## src/rtl/core/mhpq_pkg.sv

```systemverilog
// Shared types and constants for the min-heap priority queue.
`timescale 1ns / 1ps

package mhpq_pkg;

    typedef logic signed [31:0] t_key;

    localparam t_key KEY_MAX = 32'sh7FFF_FFFF;
    localparam t_key KEY_MIN = 32'sh8000_0000;

    typedef enum logic [1:0] {
        MODE_INSERT   = 2'd0,
        MODE_EXTRACT  = 2'd1,
        MODE_DECREASE = 2'd2,
        MODE_DELETE   = 2'd3
    } t_mode;

    typedef enum logic [1:0] {
        ST_OK    = 2'd0,
        ST_FULL  = 2'd1,
        ST_EMPTY = 2'd2,
        ST_RANGE = 2'd3
    } t_status;

    // Operand selection for the shared key comparator.
    typedef enum logic [1:0] {
        CMP_UP    = 2'd0,
        CMP_LEFT  = 2'd1,
        CMP_RIGHT = 2'd2
    } t_cmp_sel;

    typedef struct packed {
        t_mode      mode;
        t_key       key;
        logic [5:0] position;
    } t_in_word;

    typedef struct packed {
        t_key       removed_key;
        t_status    status;
        logic [6:0] entry_count;
    } t_out_word;

endpackage

```

## src/rtl/core/mhpq_ram.sv

```systemverilog
// Generic single-write, single-read RAM with a registered read port.
`timescale 1ns / 1ps

module mhpq_ram #(
    parameter int WIDTH = 32,
    parameter int DEPTH = 64
) (
    input  logic                     i_clk,
    input  logic                     i_we,
    input  logic [$clog2(DEPTH)-1:0] i_waddr,
    input  logic [WIDTH-1:0]         i_wdata,
    input  logic [$clog2(DEPTH)-1:0] i_raddr,
    output logic [WIDTH-1:0]         o_rdata
);

    logic [WIDTH-1:0] r_mem [DEPTH];
    logic [WIDTH-1:0] r_rdata;

    always_ff @(posedge i_clk) begin
        if (i_we) begin
            r_mem[i_waddr] <= i_wdata;
        end
        r_rdata <= r_mem[i_raddr];
    end

    assign o_rdata = r_rdata;

endmodule

```

## src/rtl/core/mhpq_cmp.sv

```systemverilog
// Shared signed key comparator with operand selection for sift up and sift down.
`timescale 1ns / 1ps

module mhpq_cmp (
    input  mhpq_pkg::t_cmp_sel i_sel,
    input  mhpq_pkg::t_key     i_walk_key,
    input  mhpq_pkg::t_key     i_best_key,
    input  mhpq_pkg::t_key     i_rd_key,
    output logic               o_less
);

    mhpq_pkg::t_key op_a;
    mhpq_pkg::t_key op_b;

    always_comb begin
        case (i_sel)
            mhpq_pkg::CMP_UP: begin
                op_a = i_walk_key;
                op_b = i_rd_key;
            end
            mhpq_pkg::CMP_LEFT: begin
                op_a = i_rd_key;
                op_b = i_walk_key;
            end
            mhpq_pkg::CMP_RIGHT: begin
                op_a = i_rd_key;
                op_b = i_best_key;
            end
            default: begin
                op_a = i_rd_key;
                op_b = i_rd_key;
            end
        endcase
    end

    assign o_less = (op_a < op_b);

endmodule

```

## src/rtl/core/min_heap_priority_queue.sv

```systemverilog
// Top level of the binary min-heap priority queue with a one-write, one-read heap RAM.
// Insert and decrease climb the key level by level toward the root; extract reads the root,
// refills it from the last entry and sinks that entry level by level; delete climbs to the
// root and then extracts; errors go straight to the result. Input is ready again in the
// cycle after the result is loaded. Synchronous active-low reset empties the heap and
// clears the state and output valid only.
`timescale 1ns / 1ps

module min_heap_priority_queue #(
    parameter int CAPACITY = 64
) (
    input  logic                i_clk,
    input  logic                i_rst_n,
    input  logic                i_in_valid,
    output logic                o_in_ready,
    input  mhpq_pkg::t_in_word  i_in_data,
    output logic                o_out_valid,
    input  logic                i_out_ready,
    output mhpq_pkg::t_out_word o_out_data
);

    localparam int IW = $clog2(CAPACITY);
    localparam int CW = $clog2(CAPACITY + 1);
    localparam int LW = IW + 2;
    localparam int PW = (CW > 6) ? CW : 6;

    typedef enum logic [9:0] {
        S_IDLE    = 10'b00_0000_0001,
        S_UP_RD   = 10'b00_0000_0010,
        S_UP_CMP  = 10'b00_0000_0100,
        S_EX_RD0  = 10'b00_0000_1000,
        S_EX_RDL  = 10'b00_0001_0000,
        S_EX_LAST = 10'b00_0010_0000,
        S_DN_RDL  = 10'b00_0100_0000,
        S_DN_RDR  = 10'b00_1000_0000,
        S_DN_CMP  = 10'b01_0000_0000,
        S_OUT     = 10'b10_0000_0000
    } t_state;

    t_state              r_state, n_state;
    logic [CW-1:0]       r_count, n_count;
    logic [IW-1:0]       r_at, n_at;
    mhpq_pkg::t_key      r_key, n_key;
    mhpq_pkg::t_key      r_best, n_best;
    logic                r_best_left, n_best_left;
    logic                r_del, n_del;
    mhpq_pkg::t_key      r_removed, n_removed;
    mhpq_pkg::t_status   r_status, n_status;
    mhpq_pkg::t_out_word r_out, n_out;
    logic                r_out_valid, n_out_valid;

    logic                ram_we;
    logic [IW-1:0]       ram_waddr;
    mhpq_pkg::t_key      ram_wdata;
    logic [IW-1:0]       ram_raddr;
    logic [31:0]         ram_rdata_raw;
    mhpq_pkg::t_key      rd_key;

    mhpq_pkg::t_cmp_sel  cmp_sel;
    logic                cmp_less;

    logic [IW-1:0]       at_m1;
    logic [IW-1:0]       parent_idx;
    logic [LW-1:0]       left_idx;
    logic [LW-1:0]       right_idx;
    logic [LW-1:0]       count_l;
    logic [PW-1:0]       pos_ext;
    logic [PW-1:0]       count_p;
    logic [CW-1:0]       count_m1;
    logic [CW+6:0]       count_wide;

    mhpq_ram #(
        .WIDTH (32),
        .DEPTH (CAPACITY)
    ) u_heap_ram (
        .i_clk   (i_clk),
        .i_we    (ram_we),
        .i_waddr (ram_waddr),
        .i_wdata (ram_wdata),
        .i_raddr (ram_raddr),
        .o_rdata (ram_rdata_raw)
    );

    assign rd_key = mhpq_pkg::t_key'(ram_rdata_raw);

    mhpq_cmp u_cmp (
        .i_sel      (cmp_sel),
        .i_walk_key (r_key),
        .i_best_key (r_best),
        .i_rd_key   (rd_key),
        .o_less     (cmp_less)
    );

    assign at_m1      = r_at - IW'(1);
    assign parent_idx = at_m1 >> 1;
    assign left_idx   = {1'b0, r_at, 1'b1};
    assign right_idx  = left_idx + LW'(1);
    assign count_l    = LW'(r_count);
    assign pos_ext    = PW'(i_in_data.position);
    assign count_p    = PW'(r_count);
    assign count_m1   = r_count - CW'(1);
    assign count_wide = {7'd0, r_count};

    assign o_in_ready  = (r_state == S_IDLE);
    assign o_out_valid = r_out_valid;
    assign o_out_data  = r_out;

    always_comb begin
        n_state     = r_state;
        n_count     = r_count;
        n_at        = r_at;
        n_key       = r_key;
        n_best      = r_best;
        n_best_left = r_best_left;
        n_del       = r_del;
        n_removed   = r_removed;
        n_status    = r_status;
        n_out       = r_out;
        n_out_valid = r_out_valid && !i_out_ready;
        ram_we      = 1'b0;
        ram_waddr   = r_at;
        ram_wdata   = r_key;
        ram_raddr   = '0;
        cmp_sel     = mhpq_pkg::CMP_UP;

        case (r_state)
            S_IDLE: begin
                if (i_in_valid) begin
                    n_removed = '0;
                    n_status  = mhpq_pkg::ST_OK;
                    n_del     = 1'b0;
                    case (i_in_data.mode)
                        mhpq_pkg::MODE_INSERT: begin
                            if (r_count >= CW'(CAPACITY)) begin
                                n_status = mhpq_pkg::ST_FULL;
                                n_state  = S_OUT;
                            end else begin
                                n_key   = i_in_data.key;
                                n_at    = r_count[IW-1:0];
                                n_count = r_count + CW'(1);
                                n_state = S_UP_RD;
                            end
                        end
                        mhpq_pkg::MODE_EXTRACT: begin
                            if (r_count == '0) begin
                                n_removed = mhpq_pkg::KEY_MAX;
                                n_status  = mhpq_pkg::ST_EMPTY;
                                n_state   = S_OUT;
                            end else begin
                                n_state = S_EX_RD0;
                            end
                        end
                        mhpq_pkg::MODE_DECREASE, mhpq_pkg::MODE_DELETE: begin
                            if (pos_ext >= count_p) begin
                                n_status = mhpq_pkg::ST_RANGE;
                                n_state  = S_OUT;
                            end else begin
                                n_at  = pos_ext[IW-1:0];
                                n_del = (i_in_data.mode == mhpq_pkg::MODE_DELETE);
                                n_key = (i_in_data.mode == mhpq_pkg::MODE_DELETE) ?
                                        mhpq_pkg::KEY_MIN : i_in_data.key;
                                n_state = S_UP_RD;
                            end
                        end
                        default: begin
                            n_state = S_OUT;
                        end
                    endcase
                end
            end

            // The walking key is held in a register; parents move down into the hole.
            S_UP_RD: begin
                if (r_at == '0) begin
                    ram_we  = 1'b1;
                    n_state = r_del ? S_EX_RD0 : S_OUT;
                end else begin
                    ram_raddr = parent_idx;
                    n_state   = S_UP_CMP;
                end
            end

            S_UP_CMP: begin
                cmp_sel = mhpq_pkg::CMP_UP;
                ram_we  = 1'b1;
                if (cmp_less) begin
                    ram_wdata = rd_key;
                    n_at      = parent_idx;
                    n_state   = S_UP_RD;
                end else begin
                    n_state = r_del ? S_EX_RD0 : S_OUT;
                end
            end

            S_EX_RD0: begin
                ram_raddr = '0;
                n_state   = S_EX_RDL;
            end

            // The root word arrives here; the last entry is read next and refills the root.
            S_EX_RDL: begin
                if (!r_del) begin
                    n_removed = rd_key;
                end
                ram_raddr = count_m1[IW-1:0];
                n_count   = count_m1;
                n_at      = '0;
                n_state   = S_EX_LAST;
            end

            S_EX_LAST: begin
                n_key   = rd_key;
                n_state = S_DN_RDL;
            end

            S_DN_RDL: begin
                if (left_idx >= count_l) begin
                    ram_we  = 1'b1;
                    n_state = S_OUT;
                end else begin
                    ram_raddr = left_idx[IW-1:0];
                    n_state   = S_DN_RDR;
                end
            end

            S_DN_RDR: begin
                cmp_sel     = mhpq_pkg::CMP_LEFT;
                n_best      = cmp_less ? rd_key : r_key;
                n_best_left = cmp_less;
                if (right_idx < count_l) begin
                    ram_raddr = right_idx[IW-1:0];
                    n_state   = S_DN_CMP;
                end else if (cmp_less) begin
                    ram_we    = 1'b1;
                    ram_wdata = rd_key;
                    n_at      = left_idx[IW-1:0];
                    n_state   = S_DN_RDL;
                end else begin
                    ram_we  = 1'b1;
                    n_state = S_OUT;
                end
            end

            // The right child wins only when strictly below the better of the key and left.
            S_DN_CMP: begin
                cmp_sel = mhpq_pkg::CMP_RIGHT;
                ram_we  = 1'b1;
                if (cmp_less) begin
                    ram_wdata = rd_key;
                    n_at      = right_idx[IW-1:0];
                    n_state   = S_DN_RDL;
                end else if (r_best_left) begin
                    ram_wdata = r_best;
                    n_at      = left_idx[IW-1:0];
                    n_state   = S_DN_RDL;
                end else begin
                    n_state = S_OUT;
                end
            end

            S_OUT: begin
                if (!r_out_valid || i_out_ready) begin
                    n_out.removed_key = r_removed;
                    n_out.status      = r_status;
                    n_out.entry_count = count_wide[6:0];
                    n_out_valid       = 1'b1;
                    n_state           = S_IDLE;
                end
            end

            default: begin
                n_state = S_IDLE;
            end
        endcase
    end

    always_ff @(posedge i_clk) begin
        if (!i_rst_n) begin
            r_state     <= S_IDLE;
            r_count     <= '0;
            r_out_valid <= 1'b0;
        end else begin
            r_state     <= n_state;
            r_count     <= n_count;
            r_out_valid <= n_out_valid;
        end
        r_at        <= n_at;
        r_key       <= n_key;
        r_best      <= n_best;
        r_best_left <= n_best_left;
        r_del       <= n_del;
        r_removed   <= n_removed;
        r_status    <= n_status;
        r_out       <= n_out;
    end

    assert property (@(posedge i_clk) disable iff (!i_rst_n)
        $onehot(r_state))
        else $error("sequencer state is not one-hot");

    assert property (@(posedge i_clk) disable iff (!i_rst_n)
        r_count <= CW'(CAPACITY))
        else $error("entry count exceeds capacity");

    assert property (@(posedge i_clk) disable iff (!i_rst_n)
        (r_state == S_UP_RD || r_state == S_UP_CMP) |-> (CW'(r_at) < r_count))
        else $error("sift-up index outside the held entries");

    assert property (@(posedge i_clk) disable iff (!i_rst_n)
        $past(i_rst_n) |-> (r_count == $past(r_count)) ||
                           (r_count == $past(r_count) + CW'(1)) ||
                           (r_count == $past(r_count) - CW'(1)))
        else $error("entry count moved by more than one in a cycle");

endmodule

```

## config.mk

```make
export PLATFORM = sky130hd
export DESIGN_NAME = min_heap_priority_queue
export DESIGN_NICKNAME = d
export VERILOG_FILES = /design/src/rtl/core/mhpq_pkg.sv /design/src/rtl/core/mhpq_ram.sv /design/src/rtl/core/mhpq_cmp.sv /design/src/rtl/core/min_heap_priority_queue.sv
export SDC_FILE = /design/constraint.sdc
export NUM_CORES = 2
export LEC_CHECK = 0
export ABC_AREA = 1
export ABC_CLOCK_PERIOD_IN_PS = 23900
export BUFFER_PORTS_ARGS = -buffer_cell sky130_fd_sc_hd__clkbuf_2
export CAP_MARGIN = 5
export CORE_MARGIN = 3
export CORE_UTILIZATION = 32
export CTS_BUF_LIST = sky130_fd_sc_hd__clkbuf_4 sky130_fd_sc_hd__clkbuf_8
export DETAILED_ROUTE_END_ITERATION = 6
export PLACE_DENSITY = 0.54
export SYNTH_ARGS = -nofsm -noshare
export SYNTH_HDL_FRONTEND = slang
export SYNTH_SLANG_ARGS = --single-unit
```

## constraint.sdc

```tcl
create_clock -name i_clk -period 23.9 [get_ports i_clk]
set_input_delay 4.78 -clock i_clk [delete_from_list [all_inputs] [get_ports i_clk]]
set_output_delay 4.78 -clock i_clk [all_outputs]
set_load 0.005 [all_outputs]
```

---- Word-level counts from Yosys, hierarchy flattened ----
Memories as Yosys holds them, arrays and structs flattened. A register that Yosys moved wholly into a read port is not among the register bits.
Cells that the tools add are included.
word-level totals
  flip-flop bits (word level) ............. 165
  memory bits (writable) .................. 2048
  input bits .............................. 44
  output and inout bits ................... 43
  word-level logic and storage cells ...... 136
  memories kept ........................... 1
memories
  memory            words  bits a word  rd ports  clocked after memory_dff  write ports  line            text
  u_heap_ram.r_mem  64     32           1         1                         1            mhpq_ram.sv:16  logic [WIDTH-1:0] r_mem [DEPTH];
operators by class
  $add $sub $neg .......................... 4
  magnitude comparators ................... 5
  equality and inequality tests ........... 27
  mux-type cells .......................... 64
  bitwise operators ....................... 1
  reductions and logical operators ........ 21
operator list
  cell                                                               number
  32-bit 2-to-1 mux                                                  11
  32-bit one-hot mux with 2 select lines                             4
  10-bit 2-to-1 mux                                                  13
  10-bit one-hot mux with 10 select lines                            1
  32-bit one-hot mux with 3 select lines                             1
  31-bit 2-to-1 mux                                                  2
  6-bit 2-to-1 mux                                                   10
  32-bit less-than comparator                                        1
  10-bit one-hot mux with 3 select lines                             1
  6-bit one-hot mux with 5 select lines                              1
  6-bit one-hot mux with 4 select lines                              1
  7-bit 2-to-1 mux                                                   3
  2-bit inequality test (second input constant)                      7
  7-bit one-hot mux with 2 select lines                              1
  6-bit one-hot mux with 2 select lines                              1
  10-bit by 1-bit == test with 1-bit output (second input constant)  1
  10-bit == test (second input constant)                             1
  10-bit by 2-bit == test with 1-bit output (second input constant)  1
  10-bit by 3-bit == test with 1-bit output (second input constant)  1
  10-bit by 4-bit == test with 1-bit output (second input constant)  1
  10-bit by 5-bit == test with 1-bit output (second input constant)  1
  10-bit by 6-bit == test with 1-bit output (second input constant)  1
  10-bit by 7-bit == test with 1-bit output (second input constant)  1
  10-bit by 8-bit == test with 1-bit output (second input constant)  1
  other kinds (35)                                                   55

---- Depth between registers and ports, before layout ----
  depth in word-level cells ............... 8
  gate-level depth with buffers ........... 32
  gate-level depth less buffers ........... 30

---- Cells and area by module ----
A second synthesis with hierarchy kept.
unflattened totals
  cells, all modules ...................... 8037
  area, all modules ....................... 93485.9 sq um
by module, submodules not included
  module                   instances  cells an instance  area an instance (sq um)
  mhpq_ram                 1          6770               82735.6
  min_heap_priority_queue  1          986                9021.2
  mhpq_cmp                 1          281                1729.2

---- Least setup slack after synthesis ----
Ideal clock, no wire load.
  path type ............................... input to register
  start ................................... input port i_out_ready
  end ..................................... register r_out (netlist bit o_out_data[0]) (enable)
  library setup time ...................... 0.542 ns
  data arrival time ....................... 8.760 ns
  data required time ...................... 23.358 ns
  setup slack ............................. 14.598 ns
  stages .................................. 2
  buffers on the path ..................... 0
  path through ............................ nor2_1 nor4_1
between the ends
  word-level cells in the longest chain between the ends .. 2
ends and longest elaborated chain
  what                           line                            text
  from (decl)                    min_heap_priority_queue.sv:18   input logic i_out_ready,
  1-bit logical OR               min_heap_priority_queue.sv:262  if (!r_out_valid || i_out_ready) begin
  2-bit AND reduction (no line)  -
  to (signal assigned)           min_heap_priority_queue.sv:294  r_out <= n_out;
  to (decl)                      min_heap_priority_queue.sv:49   mhpq_pkg::t_out_word r_out, n_out;
No other way between the ends.
A chain may end at the register's enable or synchronous reset.

---- Final worst setup path ----
  start ................................... register r_state[4]
  end ..................................... memory u_heap_ram.r_mem[33][13], data pin
between the ends
  word-level cells in the longest chain between the ends .. 8
ends and longest elaborated chain
  what                                                                                                    line                                                            text
  from (decl)                                                                                             min_heap_priority_queue.sv:40                                   t_state r_state, n_state;
  from (signal assigned)                                                                                  min_heap_priority_queue.sv:283                                  r_state <= n_state;
  10-bit by 9-bit == test with 1-bit output or 10-bit by 8-bit == test with 1-bit output (tied branches)  min_heap_priority_queue.sv:126                                  case (r_state)
  2-bit one-hot mux with 2 select lines                                                                   min_heap_priority_queue.sv:126
  2-bit == test, or another cell as far along                                                             mhpq_cmp.sv:16                                                  case (i_sel)
  32-bit one-hot mux with 2 select lines or 32-bit 2-to-1 mux (tied branches)                             mhpq_cmp.sv:16
  32-bit less-than comparator                                                                             mhpq_cmp.sv:36                                                  assign o_less = (op_a < op_b);
  32-bit 2-to-1 mux                                                                                       min_heap_priority_queue.sv:186, min_heap_priority_queue.sv:233
  32-bit 2-to-1 mux                                                                                       min_heap_priority_queue.sv:230                                  if (right_idx < count_l) begin
  32-bit one-hot mux with 3 select lines *                                                                min_heap_priority_queue.sv:126
  net ram_wdata[13]                                                                                       min_heap_priority_queue.sv:54                                   mhpq_pkg::t_key ram_wdata;
  to (decl)                                                                                               mhpq_ram.sv:16
The timed path passes the listed nets; every way through them passes the cells marked *.

==> results.rst <==
.. list-table::
   :header-rows: 1

   * - Metric
     - Value
   * - CP delay by family, top
     - buffers and inverters
   * - Core region area
     - 301000 sq um
   * - Post-CTS Repair Setup Buffers
     - 0
   * - Effective utilization at floorplan
     - 0.322
   * - Final Net Count
     - 9099
   * - Data required, critical path
     - 24620 ps
   * - Input/output buffers
     - 86
   * - Number of nets produced by synthesis
     - 9030
   * - Iteration count of the initial detailed-routing pass
     - 6
   * - Leading area contributor after synthesis
     - sky130_fd_sc_hd__edfxtp_1
   * - Setup repair after global routing missed its margin
     - no
   * - Achievable clock frequency
     - 135 MHz
   * - Worst ir drop on vdd
     - 0.0464 mV
   * - CP Buf/Inv Count
     - 6
   * - Post-synthesis sequential area ratio
     - 0.691
   * - Kind of start point of the critical path
     - register
   * - Drc violations
     - 0
   * - Slowest stage cell, crit path
     - sky130_fd_sc_hd__ha_2
   * - HPWL Detailed
     - 170000 um
   * - Final setup violation count
     - 0
   * - Peak per-stage delay on the critical path
     - 1170 ps
   * - Largest buffer count on any clock path
     - 4
   * - Placement Rows
     - 201
   * - Most instantiated cells after synthesis
     - sky130_fd_sc_hd__edfxtp_1, sky130_fd_sc_hd__nand2_1, sky130_fd_sc_hd__nand3_1
   * - Total instance count after detailed placement
     - 12600
   * - Number of filler cells placed in the layout
     - 29400
   * - Clock sinks
     - 2245
   * - Final TNS setup
     - 0 ps
   * - Pin count of the biggest net entering global routing
     - 188
   * - Hold Violations, Final
     - 0
   * - Worst max-slew margin expressed relative to the limit
     - 0.0857
   * - Vias in the first global route
     - 66500
   * - Transition time at the pin with the least slew margin
     - 1370 ps
   * - Hold crit path type
     - reg -> reg
   * - Cell area after synthesis
     - 96800 sq um
   * - Number of instances in the synthesized netlist
     - 8928
   * - Number of enable-type register cells in the synthesized netlist
     - 2195
   * - Global-route wire length before repair
     - 475000 um
   * - Worst hold slack after final layout
     - 417 ps
   * - Final clock period utilization by the worst path
     - 0.311
   * - Via Count
     - 70800
   * - Reported max-cap violation count
     - 0
   * - Per-cell routed wire length
     - 25.0 um
   * - Leakage power figure
     - 38.9 nW
   * - Worst Slack Setup Final
     - 16480 ps
   * - I/O pin count
     - 87
   * - Primary FF master, synth
     - sky130_fd_sc_hd__edfxtp_1
   * - Worst setup skew after layout
     - 82.3 ps
   * - Final design instance area without fill
     - 109000 sq um
   * - Post-synthesis async set-or-reset flop share
     - 0
   * - Proportion of netlist area held by the largest area contributor
     - 0.681
   * - Register-to-register setup slack
     - 16480 ps
   * - Endpoint kind of the worst setup timing path
     - register
   * - Area Overhead vs Synth
     - 12.9%
   * - TritonCTS clock tree
     - yes
   * - Post-detailed-placement cell area
     - 102000 sq um
   * - TritonCTS Buffers
     - 391
   * - Max Fanout on Critical Path
     - 64
   * - Number of max-slew violations in the final report
     - 0
   * - Number of gates given a new drive strength after cts
     - 0
   * - Setup slack after placement
     - 16610 ps
   * - Max H-tree Level
     - 5
   * - Post-route ant nets
     - 0
   * - Die X
     - 556 um
   * - Ratio of cells with drive above 1 in the final layout
     - 0.114
   * - Series of cell instances along the critical path
     - nor2_2, nand2_2, nor2_1, inv_1, nor3_4, buf_4, inv_1, ha_2, o21ai_0, ha_1, nand4_1, nor4_1, nor4b_1, nand2_1, nand3_1, nand2_2, inv_1, o21ai_0, nand3_1, nand3_1, nand2_1, inv_2, buf_4
   * - Initial antenna violation count
     - 21
   * - Post-synthesis cell type count
     - 50
   * - GRT overflow
     - 0
   * - CTS Hold Bufs
     - 0
   * - Post-route non-filler standard cell count
     - 13300
   * - Most common cell in the netlist
     - sky130_fd_sc_hd__edfxtp_1
   * - Run status
     - finished, final reports clean
   * - Area enclosed by the die boundary
     - 309000 sq um
   * - Clock-pin transition on the worst setup and hold timing paths
     - 60 ps
   * - Count of state elements after synthesis
     - 2245
   * - CP arrival
     - 8150 ps
   * - Category of the most critical setup path
     - reg -> reg
   * - Clock Latency Late Sink
     - 1110 ps
   * - Total length of routed wires
     - 332000 um
   * - 1st-iter DRT viols
     - 9199
   * - Yosys warnings
     - 0
   * - Via/cell ratio
     - 5.33
   * - Pwr per Cell Area
     - 82.6 nW/um^2
   * - Average size of a mapped cell
     - 10.8 sq um
   * - Cells taking the most area after synthesis
     - sky130_fd_sc_hd__edfxtp_1, sky130_fd_sc_hd__nand2_1, sky130_fd_sc_hd__nand3_1
   * - Root buffer cell
     - sky130_fd_sc_hd__clkbuf_8
   * - Final Wtd Congestion
     - 0.835
   * - Post-route minimum period
     - 7420 ps
   * - Global-route total usage across every layer
     - 0.208
   * - Die H
     - 556 um
area by class of cell:
type	instances	area [sq um]	share of cell area
Tap cell	3958	4950	0.0453
Multi-Input combinational cell	5611	26100	0.239
Clock buffer	556	6790	0.0621
Antenna cell	18	45.0	0.000412
Timing Repair Buffer	276	1960	0.0179
Inverter	472	1790	0.0163
Sequential cell	2245	66900	0.612
Clock inverter	135	781	0.00714
metrics by stage:
step | total power, mW | utilization
floorplan | 5.20 | -
global placement | 5.61 | 0.338
detailed placement | 5.63 | 0.338
CTS | 9.08 | 0.364
global route | 9.35 | 0.364
finish | 9.03 | 0.364
registers in the layout (all words and copies together), names as in the netlist:
signal and flops:
u_heap_ram.r_mem 2048, o_out_data 41, r_best 32, r_key 32, r_removed 32, u_heap_ram.o_rdata 32
r_state 10, count_p 7, r_at 6, r_status 2, o_out_valid 1, r_best_left 1
r_del 1
report_power, final:
| part | leakage, nW | switching (mW) | total (mW) | internal (mW) |
|---|---|---|---|---|
| Clock | 4.03 | 1.57 | 3.47 | 1.89 |
| Sequential | 20.2 | 0.0740 | 4.61 | 4.53 |
| Combinational | 14.7 | 0.747 | 0.952 | 0.206 |
metal layers:
metal  part of all wire  track usage  vias to the layer above  routed length (um)
met4              0.039       0.0824                        4               13000
li1                   -            -                    31500                   -
met5           0.000087            0                        -                  29
met2               0.45        0.324                     3603              151000
met3              0.089       0.0368                      670               29600
met1               0.42        0.287                    35000              139000
worst register-to-register path, cell delays in order (launching register included):
cell and delay, ps:
sky130_fd_sc_hd__dfxtp_1 340, sky130_fd_sc_hd__nor2_2 240, sky130_fd_sc_hd__nand2_2 130, sky130_fd_sc_hd__nor2_1 100, sky130_fd_sc_hd__inv_1 100, sky130_fd_sc_hd__nor3_4 110
sky130_fd_sc_hd__buf_4 530, sky130_fd_sc_hd__inv_1 300, sky130_fd_sc_hd__ha_2 1170, sky130_fd_sc_hd__o21ai_0 270, sky130_fd_sc_hd__ha_1 420, sky130_fd_sc_hd__nand4_1 150
sky130_fd_sc_hd__nor4_1 310, sky130_fd_sc_hd__nor4b_1 270, sky130_fd_sc_hd__nand2_1 150, sky130_fd_sc_hd__nand3_1 200, sky130_fd_sc_hd__nand2_2 80, sky130_fd_sc_hd__inv_1 980
sky130_fd_sc_hd__o21ai_0 280, sky130_fd_sc_hd__nand3_1 150, sky130_fd_sc_hd__nand3_1 80, sky130_fd_sc_hd__nand2_1 90, sky130_fd_sc_hd__inv_2 220, sky130_fd_sc_hd__buf_4 440
cell families after synthesis:
| group | Yosys count | share of synthesized area |
|---|---|---|
| adder cells (fa/ha/maj) | 58 | 0.00749 |
| flip-flops | 2245 | 0.691 |
| AND/OR/NAND/NOR | 3926 | 0.170 |
| AO/OA/AOI/OAI | 1620 | 0.0849 |
| XOR/XNOR | 7 | 0.000633 |
| buffers and inverters | 1072 | 0.0459 |
path summary, 6_finish.rpt:
| kind | start | end | cells past startpoint |
|---|---|---|---|
| worst max register to register | r_state[4]$_SDFFE_PN0P_ | u_heap_ram.r_mem[33][13]$_DFFE_PP_ | 23 |
| worst min register to register | r_status[0]$_DFFE_PP_ | o_out_data[7]$_DFFE_PP_ | 0 |
| worst max-delay path | r_state[4]$_SDFFE_PN0P_ | u_heap_ram.r_mem[33][13]$_DFFE_PP_ | 23 |
| worst min-delay path | r_status[0]$_DFFE_PP_ | o_out_data[7]$_DFFE_PP_ | 0 |
cell usage in the layout (no fill, tap or decap), types with 50 or more instances in the layout:
cell type	netlist	final
sky130_fd_sc_hd__buf_4	11	182
sky130_fd_sc_hd__dfxtp_1	50	50
sky130_fd_sc_hd__nand3_1	1179	1178
sky130_fd_sc_hd__nor2_1	680	613
sky130_fd_sc_hd__clkbuf_8	0	418
sky130_fd_sc_hd__clkinv_1	5	90
sky130_fd_sc_hd__ha_1	58	57
sky130_fd_sc_hd__nand2_1	1979	1978
sky130_fd_sc_hd__inv_1	459	424
sky130_fd_sc_hd__clkbuf_2	5	86
sky130_fd_sc_hd__edfxtp_1	2195	2195
sky130_fd_sc_hd__o21ai_1	549	548
sky130_fd_sc_hd__o21ai_0	454	453
sky130_fd_sc_hd__a21oi_1	580	579
sky130_fd_sc_hd__nor2_4	3	69
sky130_fd_sc_hd__clkbuf_4	0	138
Note: power is estimated with default switching activity, not from simulation.
